--- src/rtl/bsc_pkg.sv ---
`timescale 1ns / 1ps
package bsc_pkg;

    typedef enum logic [4:0] {
        ST_IDLE,
        ST_T_SUB,
        ST_T_MUL,
        ST_T_DEN,
        ST_T_DIV,
        ST_T_WAIT,
        ST_T_END,
        ST_P_B6,
        ST_P_SQ,
        ST_P_X1,
        ST_P_X2,
        ST_P_B3,
        ST_P_X1B,
        ST_P_X2B,
        ST_P_B4,
        ST_P_B7,
        ST_P_DIV,
        ST_P_WAIT,
        ST_P_Q,
        ST_P_F1,
        ST_P_F2,
        ST_P_F3,
        ST_P_END,
        ST_OUT
    } state_t;

    localparam logic [2:0] REG_AC1_AC2 = 3'd0;
    localparam logic [2:0] REG_AC3_AC4 = 3'd1;
    localparam logic [2:0] REG_AC5_AC6 = 3'd2;
    localparam logic [2:0] REG_B1_B2   = 3'd3;
    localparam logic [2:0] REG_MC_MD   = 3'd4;
    localparam logic [2:0] REG_OSS     = 3'd5;

    localparam logic [31:0] C_4000  = 32'd4000;
    localparam logic [31:0] C_3038  = 32'd3038;
    localparam logic [31:0] C_M7357 = 32'hFFFF_E343;
    localparam logic [31:0] C_3791  = 32'd3791;
    localparam logic [31:0] C_50000 = 32'd50000;
    localparam logic [31:0] C_32768 = 32'd32768;

    function automatic logic [31:0] asr(input logic [31:0] v, input logic [4:0] s);
        asr = 32'($signed(v) >>> s);
    endfunction

    function automatic logic [31:0] sx16(input logic [15:0] v);
        sx16 = {{16{v[15]}}, v};
    endfunction

endpackage

--- src/rtl/bsc_div.sv ---
`timescale 1ns / 1ps
module bsc_div (
    input  logic        clk,
    input  logic        rst_n,
    input  logic        start,
    input  logic [31:0] dividend,
    input  logic [31:0] divisor,
    output logic        busy,
    output logic [31:0] quotient
);
    logic [31:0] q_reg, q_next;
    logic [31:0] r_reg, r_next;
    logic [31:0] d_reg, d_next;
    logic [5:0]  cnt_reg, cnt_next;
    logic [32:0] trial;

    assign busy = (cnt_reg != 6'd0);
    assign quotient = q_reg;
    assign trial = {r_reg, q_reg[31]} - {1'b0, d_reg};

    always_comb
    begin
        q_next = q_reg;
        r_next = r_reg;
        d_next = d_reg;
        cnt_next = cnt_reg;
        if (start)
        begin
            q_next = dividend;
            r_next = '0;
            d_next = divisor;
            cnt_next = 6'd32;
        end
        else if (busy)
        begin
            cnt_next = cnt_reg - 6'd1;
            if (!trial[32])
            begin
                r_next = trial[31:0];
                q_next = {q_reg[30:0], 1'b1};
            end
            else
            begin
                r_next = {r_reg[30:0], q_reg[31]};
                q_next = {q_reg[30:0], 1'b0};
            end
        end
    end

    always_ff @(posedge clk or negedge rst_n)
    begin
        if (!rst_n)
            cnt_reg <= '0;
        else
            cnt_reg <= cnt_next;
    end

    always_ff @(posedge clk)
    begin
        q_reg <= q_next;
        r_reg <= r_next;
        d_reg <= d_next;
    end
endmodule

--- src/rtl/bsc_mul.sv ---
`timescale 1ns / 1ps
module bsc_mul (
    input  logic        clk,
    input  logic [31:0] a,
    input  logic [31:0] b,
    output logic [31:0] p
);
    logic [31:0] p_reg;
    always_ff @(posedge clk)
    begin
        p_reg <= a * b;
    end
    assign p = p_reg;
endmodule

--- src/rtl/barometric_sensor_compensation.sv ---
`timescale 1ns / 1ps
// Compensates raw temperature (tuser=0) and pressure (tuser=1) samples with the
// calibration words from the config port; one result beat per input beat. A
// single 32x32 multiplier and a radix-2 divider are sequenced, and the divider
// takes most of an item's time; a new sample is accepted only in idle. A
// temperature sample without a zero divisor updates the stored b5 used by
// later pressure samples. Zero divisor gives value 0 with the error flag.
module barometric_sensor_compensation (
    input  logic        clk,
    input  logic        rst_n,
    input  logic        cfg_we,
    input  logic [2:0]  cfg_index,
    input  logic [31:0] cfg_data,
    input  logic        s_axis_tvalid,
    output logic        s_axis_tready,
    input  logic [23:0] s_axis_tdata,   // raw_sample
    input  logic        s_axis_tuser,   // cmd
    output logic        m_axis_tvalid,
    input  logic        m_axis_tready,
    output logic [31:0] m_axis_tdata,   // value
    output logic [1:0]  m_axis_tuser    // div_error, kind
);
    bsc_pkg::state_t state_reg, state_next;
    logic [31:0] r0_reg, r1_reg, r2_reg, r3_reg, r4_reg;
    logic [1:0]  oss_reg;
    logic [31:0] b5_reg, b5_next;
    logic [23:0] raw_reg, raw_next;
    logic        cmd_reg, cmd_next;
    logic [31:0] t0_reg, t0_next, t1_reg, t1_next, t2_reg, t2_next, t3_reg, t3_next;
    logic [31:0] val_reg, val_next;
    logic        err_reg, err_next;
    logic        neg_reg, neg_next;
    logic [31:0] ma, mb, mp;
    logic        dstart, dbusy;
    logic [31:0] dnum, dden, dq;

    bsc_mul u_mul (.clk(clk), .a(ma), .b(mb), .p(mp));
    bsc_div u_div (.clk(clk), .rst_n(rst_n), .start(dstart), .dividend(dnum),
                   .divisor(dden), .busy(dbusy), .quotient(dq));

    assign s_axis_tready = (state_reg == bsc_pkg::ST_IDLE);
    assign m_axis_tvalid = (state_reg == bsc_pkg::ST_OUT);
    assign m_axis_tdata  = val_reg;
    assign m_axis_tuser  = {err_reg, cmd_reg};

    always_ff @(posedge clk or negedge rst_n)
    begin
        if (!rst_n)
        begin
            state_reg <= bsc_pkg::ST_IDLE;
            r0_reg <= '0;
            r1_reg <= '0;
            r2_reg <= '0;
            r3_reg <= '0;
            r4_reg <= '0;
            oss_reg <= '0;
            b5_reg <= '0;
        end
        else
        begin
            state_reg <= state_next;
            b5_reg <= b5_next;
            if (cfg_we)
            begin
                case (cfg_index)
                    bsc_pkg::REG_AC1_AC2: r0_reg <= cfg_data;
                    bsc_pkg::REG_AC3_AC4: r1_reg <= cfg_data;
                    bsc_pkg::REG_AC5_AC6: r2_reg <= cfg_data;
                    bsc_pkg::REG_B1_B2:   r3_reg <= cfg_data;
                    bsc_pkg::REG_MC_MD:   r4_reg <= cfg_data;
                    bsc_pkg::REG_OSS:     oss_reg <= cfg_data[1:0];
                    default: ;
                endcase
            end
        end
    end

    always_ff @(posedge clk)
    begin
        raw_reg <= raw_next;
        cmd_reg <= cmd_next;
        t0_reg <= t0_next;
        t1_reg <= t1_next;
        t2_reg <= t2_next;
        t3_reg <= t3_next;
        val_reg <= val_next;
        err_reg <= err_next;
        neg_reg <= neg_next;
    end

    always_comb
    begin
        logic [31:0] ac1, ac2, ac3, ac4, ac5, ac6, b1, b2, mc, md;
        logic [31:0] up, x, na, nd;
        ac1 = bsc_pkg::sx16(r0_reg[15:0]);
        ac2 = bsc_pkg::sx16(r0_reg[31:16]);
        ac3 = bsc_pkg::sx16(r1_reg[15:0]);
        ac4 = {16'd0, r1_reg[31:16]};
        ac5 = {16'd0, r2_reg[15:0]};
        ac6 = {16'd0, r2_reg[31:16]};
        b1  = bsc_pkg::sx16(r3_reg[15:0]);
        b2  = bsc_pkg::sx16(r3_reg[31:16]);
        mc  = bsc_pkg::sx16(r4_reg[15:0]);
        md  = bsc_pkg::sx16(r4_reg[31:16]);
        up  = {8'd0, raw_reg} >> (4'd8 - {2'd0, oss_reg});
        x   = '0;
        na  = '0;
        nd  = '0;
        state_next = state_reg;
        b5_next = b5_reg;
        raw_next = raw_reg;
        cmd_next = cmd_reg;
        t0_next = t0_reg;
        t1_next = t1_reg;
        t2_next = t2_reg;
        t3_next = t3_reg;
        val_next = val_reg;
        err_next = err_reg;
        neg_next = neg_reg;
        ma = '0;
        mb = '0;
        dstart = 1'b0;
        dnum = '0;
        dden = '0;
        case (state_reg)
            bsc_pkg::ST_IDLE:
            begin
                if (s_axis_tvalid)
                begin
                    raw_next = s_axis_tdata;
                    cmd_next = s_axis_tuser;
                    val_next = '0;
                    err_next = 1'b0;
                    state_next = s_axis_tuser ? bsc_pkg::ST_P_B6 : bsc_pkg::ST_T_SUB;
                end
            end
            bsc_pkg::ST_T_SUB:
            begin
                ma = {16'd0, raw_reg[15:0]} - ac6;
                mb = ac5;
                state_next = bsc_pkg::ST_T_MUL;
            end
            bsc_pkg::ST_T_MUL:
            begin
                t0_next = bsc_pkg::asr(mp, 5'd15);
                state_next = bsc_pkg::ST_T_DEN;
            end
            bsc_pkg::ST_T_DEN:
            begin
                t1_next = t0_reg + md;
                state_next = bsc_pkg::ST_T_DIV;
            end
            bsc_pkg::ST_T_DIV:
            begin
                if (t1_reg == '0)
                begin
                    err_next = 1'b1;
                    state_next = bsc_pkg::ST_OUT;
                end
                else
                begin
                    x = mc << 11;
                    na = x[31] ? -x : x;
                    nd = t1_reg[31] ? -t1_reg : t1_reg;
                    neg_next = x[31] ^ t1_reg[31];
                    dnum = na;
                    dden = nd;
                    dstart = 1'b1;
                    state_next = bsc_pkg::ST_T_WAIT;
                end
            end
            bsc_pkg::ST_T_WAIT:
            begin
                if (!dbusy)
                    state_next = bsc_pkg::ST_T_END;
            end
            bsc_pkg::ST_T_END:
            begin
                x = t0_reg + (neg_reg ? -dq : dq);
                b5_next = x;
                val_next = bsc_pkg::asr(x + 32'd8, 5'd4);
                state_next = bsc_pkg::ST_OUT;
            end
            bsc_pkg::ST_P_B6:
            begin
                t0_next = b5_reg - bsc_pkg::C_4000;
                state_next = bsc_pkg::ST_P_SQ;
            end
            bsc_pkg::ST_P_SQ:
            begin
                ma = t0_reg;
                mb = t0_reg;
                state_next = bsc_pkg::ST_P_X1;
            end
            // t1 = sq
            bsc_pkg::ST_P_X1:
            begin
                t1_next = bsc_pkg::asr(mp, 5'd12);
                ma = ac2;
                mb = t0_reg;
                state_next = bsc_pkg::ST_P_X2;
            end
            bsc_pkg::ST_P_X2:
            begin
                t2_next = bsc_pkg::asr(mp, 5'd11);
                ma = b2;
                mb = t1_reg;
                state_next = bsc_pkg::ST_P_B3;
            end
            // t2 = b3
            bsc_pkg::ST_P_B3:
            begin
                x = bsc_pkg::asr(mp, 5'd11) + t2_reg;
                t2_next = bsc_pkg::asr((((ac1 << 2) + x) << oss_reg) + 32'd2, 5'd2);
                ma = ac3;
                mb = t0_reg;
                state_next = bsc_pkg::ST_P_X1B;
            end
            bsc_pkg::ST_P_X1B:
            begin
                t3_next = bsc_pkg::asr(mp, 5'd13);
                ma = b1;
                mb = t1_reg;
                state_next = bsc_pkg::ST_P_X2B;
            end
            bsc_pkg::ST_P_X2B:
            begin
                x = bsc_pkg::asr(t3_reg + bsc_pkg::asr(mp, 5'd16) + 32'd2, 5'd2);
                ma = ac4;
                mb = x + bsc_pkg::C_32768;
                state_next = bsc_pkg::ST_P_B4;
            end
            // t3 = b4
            bsc_pkg::ST_P_B4:
            begin
                t3_next = mp >> 15;
                ma = up - t2_reg;
                mb = bsc_pkg::C_50000 >> oss_reg;
                state_next = bsc_pkg::ST_P_B7;
            end
            // t1 = b7
            bsc_pkg::ST_P_B7:
            begin
                t1_next = mp;
                state_next = bsc_pkg::ST_P_DIV;
            end
            bsc_pkg::ST_P_DIV:
            begin
                if (t3_reg == '0)
                begin
                    err_next = 1'b1;
                    state_next = bsc_pkg::ST_OUT;
                end
                else
                begin
                    dnum = t1_reg[31] ? t1_reg : (t1_reg << 1);
                    dden = t3_reg;
                    dstart = 1'b1;
                    state_next = bsc_pkg::ST_P_WAIT;
                end
            end
            bsc_pkg::ST_P_WAIT:
            begin
                if (!dbusy)
                    state_next = bsc_pkg::ST_P_Q;
            end
            // t0 = p
            bsc_pkg::ST_P_Q:
            begin
                x = t1_reg[31] ? (dq << 1) : dq;
                t0_next = x;
                ma = bsc_pkg::asr(x, 5'd8);
                mb = ma;
                state_next = bsc_pkg::ST_P_F1;
            end
            bsc_pkg::ST_P_F1:
            begin
                ma = mp;
                mb = bsc_pkg::C_3038;
                state_next = bsc_pkg::ST_P_F2;
            end
            bsc_pkg::ST_P_F2:
            begin
                t2_next = bsc_pkg::asr(mp, 5'd16);
                ma = bsc_pkg::C_M7357;
                mb = t0_reg;
                state_next = bsc_pkg::ST_P_F3;
            end
            bsc_pkg::ST_P_F3:
            begin
                x = t2_reg + bsc_pkg::asr(mp, 5'd16) + bsc_pkg::C_3791;
                val_next = t0_reg + bsc_pkg::asr(x, 5'd4);
                state_next = bsc_pkg::ST_P_END;
            end
            bsc_pkg::ST_P_END:
            begin
                state_next = bsc_pkg::ST_OUT;
            end
            bsc_pkg::ST_OUT:
            begin
                if (m_axis_tready)
                    state_next = bsc_pkg::ST_IDLE;
            end
            default:
            begin
                state_next = bsc_pkg::ST_IDLE;
            end
        endcase
    end
endmodule
--- config.mk ---
export PLATFORM = sky130hd
export DESIGN_NAME = barometric_sensor_compensation
export DESIGN_NICKNAME = d
export VERILOG_FILES = /design/src/rtl/bsc_pkg.sv /design/src/rtl/bsc_div.sv /design/src/rtl/bsc_mul.sv /design/src/rtl/barometric_sensor_compensation.sv
export SDC_FILE = /design/constraint.sdc
export NUM_CORES = 2
export LEC_CHECK = 0
export ABC_CLOCK_PERIOD_IN_PS = 16400
export BUFFER_PORTS_ARGS = -buffer_cell sky130_fd_sc_hd__buf_2
export CORE_AREA = 2 2 322 324
export CTS_CLUSTER_DIAMETER = 150
export DETAILED_ROUTE_END_ITERATION = 7
export DIE_AREA = 0 0 324 326
export PLACE_DENSITY = 0.71
export SYNTH_ARGS = -nofsm -noshare
export SYNTH_HDL_FRONTEND = slang
export SYNTH_SLANG_ARGS = --single-unit
--- constraint.sdc ---
create_clock -name clk -period 16.4 [get_ports clk]
set_clock_uncertainty 0.2 [all_clocks]
set_input_delay 0.82 -clock clk [delete_from_list [all_inputs] [get_ports clk]]
set_output_delay 0.82 -clock clk [all_outputs]
set_load 0.005 [all_outputs]
# == Yosys cells after proc, flatten, opt, wreduce, memory -nomap -nowiden ==
# Cells that the tools add are included.
# classes
add_sub_neg,21
n_mul,1
n_eq_ne,34
n_shift,3
mux,40
n_bitwise,2
n_reduce_logical,26
# ops
op,n
32-bit 2-to-1 mux,13
32-bit case mux with 3 select lines,4
32-bit case mux with 11 select lines,1
32-bit adder,7
32-bit case mux with 7 select lines,1
32-bit case mux with 2 select lines,3
5-bit case mux with 23 select lines,1
32-bit negator,3
"32-bit by 2-bit adder with 32-bit output, second input constant",2
32-bit logical NOT,2
"5-bit by 4-bit equality test with 1-bit output, second input constant",8
"5-bit equality test, second input constant",8
33-bit by 32-bit subtractor with 33-bit output,1
"32-bit by 12-bit adder with 32-bit output, second input constant",1
"32-bit by 4-bit adder with 32-bit output, second input constant",1
32-bit by 32-bit multiplier with 32-bit output,1
32-bit by 2-bit left shift with 32-bit output,1
"16-bit by 2-bit >> shifter with 32-bit output, first input constant",1
24-bit by 4-bit >> shifter with 32-bit output,1
"32-bit by 12-bit subtractor with 32-bit output, second input constant",1
32-bit subtractor,1
"30-bit by 17-bit adder with 31-bit output, second input constant",1
5-bit 2-to-1 mux,5
"5-bit by 3-bit equality test with 1-bit output, second input constant",4
26 further kinds,55
# word_totals
register_bits,520
in_bits,65
output_inout_bits,36
word_cells,149

# == Depth between registers and ports, before layout ==
# logic_depth
word_depth,5
depth_mapped,55

# == Hierarchy ==
# From an unflattened synthesis, not the netlist that was laid out.
# unflattened
hier_cells,6172
hier_area_um2,56639.3
# by_module_without_submodules
mod,instances,cells_each,area_each_um2
barometric_sensor_compensation,1,3876,34190.3
bsc_mul,1,1743,16405.7
bsc_div,1,553,6043.3

# == Worst setup path before layout ==
# Ideal clock, no wire load.
# synth_path
path_type,reg-to-reg
from,reg oss_reg[1]
to,reg u_mul.p_reg[31] (netlist: u_mul.p[31])
setup_time_ns,0.121
arrival_time_ns,12.464
t_required_ns,16.079
path_slack_ns,3.615
stages_incl_launch_ff,49
path_buffers,7
period_less_slack_ns,12.785
path_cell_list,dfrtp_1 -> clkbuf_1 -> inv_2 -> clkbuf_1 -> clkbuf_1 -> buf_1 -> ha_1 -> clkbuf_1 -> clkbuf_1 -> buf_1 -> mux2i_1 -> nand2_1 -> o21ai_0 -> mux2i_1 -> nand2_1 -> o21ai_0 -> ha_1 -> o21a_1 -> [... 13 more ...] -> inv_1 -> fa_1 -> fa_1 -> fa_1 -> fa_1 -> fa_1 -> xor2_1 -> xnor2_1 -> xnor2_1 -> xnor2_1 -> xnor2_1 -> xnor2_1 -> xnor2_1 -> xnor3_1 -> xnor2_1 -> xnor3_1 -> xnor3_1 -> xnor2_1
# synth_between
elab_chain_cells,5
word_cells_on_any_way,7
cone_classes,add/sub (2); mul (1); shift (2); mux (2)
# synth_rtl
element,line,source
start: declaration,barometric_sensor_compensation.sv:25,logic [1:0] oss_reg;
start signal: assignment,barometric_sensor_compensation.sv:71,bsc_pkg::REG_OSS: oss_reg <= cfg_data[1:0];
4-bit by 2-bit subtractor with 4-bit output,barometric_sensor_compensation.sv:105,"up = {8'd0, raw_reg} >> (4'd8 - {2'd0, oss_reg});"
24-bit by 4-bit >> shifter with 32-bit output,barometric_sensor_compensation.sv:105,
32-bit subtractor,barometric_sensor_compensation.sv:237,ma = up - t2_reg;
32-bit case mux with 11 select lines,barometric_sensor_compensation.sv:125,case (state_reg)
32-bit by 32-bit multiplier with 32-bit output (*),bsc_mul.sv:11,p_reg <= a * b;
end signal: assignment,bsc_mul.sv:11,
end: declaration,bsc_mul.sv:8,logic [31:0] p_reg;
# Every way passes the cells marked *; elsewhere a longest branch is shown, timed or not.
# A chain may end at the register's enable or synchronous reset.

# == Final worst setup path ==
# Same ends and word-level chain as after synthesis.

==> metrics.cfg <==
[global_route]
grt-ovfl-total = 0
grt_pass1_vias = 47150
grt_max_degree = 107
grt_pass1_wl_mm = 313.0
grt_usage_pct = 40.35
antenna_found_initial = 17

[synthesis]
yosys.area_share.simple_pct = 14.56
ys_warn_count = 0
ys_types = 104
muxShareOfSynthArea_pct = 6.085
synth_compound_area_share_pct = 16.21
synth-seq-cells = 505
syn_area_per_cell_um2 = 8.964
synth_fa_ha_area_share_pct = 25.59
ys_seq_area_share_pct = 24.25
synth_xor_area_share_pct = 6.618
synth_area_mm2 = 0.05566
async_flop_share_pct = 40.59
synth_top_family_by_area = adder cells
syn-instance-count = 6209
synth-edff-count = 236
synth_area_leaders = fa_1 (16%), edfxtp_1 (13%), ha_1 (9.6%), dfrtp_1 (9.2%), inv_1 (4.7%)
yosysTopAreaCellShare_pct = 15.97
synth_top_area_cell = fa_1
ys.flop_type = edfxtp_1

[clocking]
cts_htree_levels = 2
cts.sinks = 505
cts-root-to-sink-buffers = 3
root_buffer = clkbuf_16
cts_hold_buf = 1
clk_latency_ns = 0.73
cts_resized = 0
cts_tree = done
post_cts_buffers = 0
clkTransAtPathRegs_ns = 0.06
cts_made_buffers = 60

[power_and_ir_drop]
peakVddDrop_mv = 0.1691
powerDensity_mw_per_mm2 = 241.2
power.switching_w = 0.007845
p_int_w = 0.006659
pwr-share-comb_pct = 72.8
swShare_pct = 54.09
seq_power_share_pct = 16.9
clock_power_share_pct = 10.3
leakage_nw = 26.32

[die]
die_area_mm2 = 0.1056
initial_core_util_pct = 54.24
die_y_um = 326
design.core.area_mm2 = 0.1026
rows = 118
die_w_um = 324
pin_count = 101

[detailed_routing]
wl_met2_mm = 88.97
viasPerCell = 6.452
drt-met1-wl_mm = 82.33
first_pass_iters = 7
drt-total-wl_mm = 213.7
drc = 0
wl_per_cell_um = 27.90
final_antenna_net_count = 0
wl_met3_mm = 26.86
highest_layer = met5
vias = 49420
drtIter0Drc = 6231

[timing]
rsz0062_at_grt = false
worstMarginPinSlew_ns = 1.250
setup_ws_ns = 2.358
clock.fmax_mhz = 71.22
slew_headroom_pct = 16.01
finalSetupTns_ns = 0
hold_viol_final = 0
fin_crit_ns = 14.04
setup_viol = 0
slew_viol_final = 0
finalCritPeriodShare_pct = 85.62

[setup_path]
cp-startpoint = oss_reg[1]$_DFFE_PN0P_
slowest_delay_ns = 1.21
worstPathRequired_ns = 16.79
rr_worst_depth = 40
end_kind = register
rr_startpoint = oss_reg[1]$_DFFE_PN0P_
critPathSlowestCell = ha_1
critPathTopFamily = adder cells
rrSetupSlack_ns = 2.36
worst-path-buf-inv = 3
start_kind = register
arrival_ns = 14.44
worstSetupPathType = register to register
crit_fanout = 49
r2r-end = u_mul.p[31]$_DFF_P_

[final_layout]
syn_to_final_growth_pct = 8.039
multiInputGateArea_mm2 = 0.03870
nFillCells = 9018
regArea_mm2 = 0.01350
nets = 7158
drive_above_1_share_pct = 9.852

[worst_hold_path]
hp-start = s_axis_tdata[10]
min_path_type = input pin to register
hold_depth = 1
min_to = raw_reg[10]$_DFFE_PP_

[placement]
port-buffer-count = 100
dpl.hpwl_mm = 163.3
dp_slack_ns = 2.506
place.gp.congestion = 1.033

[run_status]
outcome = finished clean

[job]
drv_cap = 0

-- cell usage after synthesis (61+ instances only) --
master	count
a21o_1	92
xor2_1	148
nand3_1	116
dfxtp_1	64
dfrtp_1	205
a22oi_1	61
inv_1	695
o21ai_0	330
nor2_1	535
edfxtp_1	236
mux2i_1	128
fa_1	444
nor3_1	96
mux2_2	179
ha_1	428
xnor2_1	252
a21oi_1	310
nand2_1	637
clkbuf_1	201
-- logic make-up (layout without fill, tap and decap cells) --
family / count (synthesis) / after routing
xor gates and xnor gates: 408 / 408
buffers and inverters: 971 / 1032
AOI/OAI and AO/OA: 1362 / 1362
adders and majority gates: 872 / 872
and+or+nand+nor: 1779 / 1779
muxes: 311 / 311
DFF: 505 / 505
other: 1 / 10
-- metrics by stage --
step / util (%) / hold slack (ns) / cell area [um^2] / cells / power, W
global placement: 56.46 / 0.2637 / 57930 / 7538 / 0.01251
CTS: 58.59 / 0.03963 / 60120 / 7653 / 0.01420
global route: 58.59 / 0.06332 / 60120 / 7653 / 0.01543
detailed placement: 56.46 / 0.2731 / 57930 / 7538 / 0.01264
floorplan: - / 0.2462 / 55670 / 6212 / 0.009415
finish: 58.60 / 0.07048 / 60130 / 7659 / 0.01450
-- cell usage in the layout, fill, tap and decap left out, drive strengths merged, types with 148 or more instances in the layout --
cell      n
nand2   638
edfxtp  236
ha      428
inv     703
dfrtp   205
a21oi   312
xor2    148
o21ai   346
mux2    179
buf     215
nor2    536
fa      444
xnor2   252
-- final cells by class --
type	instances	share of cell area (%)
antenna	6	0.02497
clock buffer	75	2.724
clock inverter	39	0.8926
inverter	702	4.382
multi-input combinational	4736	64.35
sequential	505	22.45
tap	1380	2.871
timing repair buffer	216	2.301
-- power by group through the flow --
stage	Sequential, W	Clock (W)	Combinational [W]
CTS	0.00241	0.00150	0.0103
global route	0.00245	0.00155	0.0114
finish	0.00245	0.00150	0.0106
detailed placement	0.00243	0	0.0102
global placement	0.00242	0	0.0101
floorplan	0.00215	0	0.00727
-- worst max path at each step --
stage / slack, ns / depth (start not counted) / endpoint
2_1_floorplan: 3.62 / 48 / u_mul.p[31]$_DFF_P_
3_3_place_gp: 2.70 / 40 / u_mul.p[31]$_DFF_P_
3_5_place_dp: 2.51 / 40 / u_mul.p[31]$_DFF_P_
4_1_cts: 2.49 / 40 / u_mul.p[31]$_DFF_P_
5_1_grt: 1.57 / 40 / u_mul.p[31]$_DFF_P_
6_report: 2.36 / 40 / u_mul.p[31]$_DFF_P_
-- per-layer routing --
layer / global-route usage [%] / vias to the layer above
met3: 11.05 / 710
met1: 54.23 / 24070
met2: 58.49 / 3097
met5: 0.1361 / -
li1: - / 21530
met4: 22.94 / 8
(Power assumes the default switching activity.)
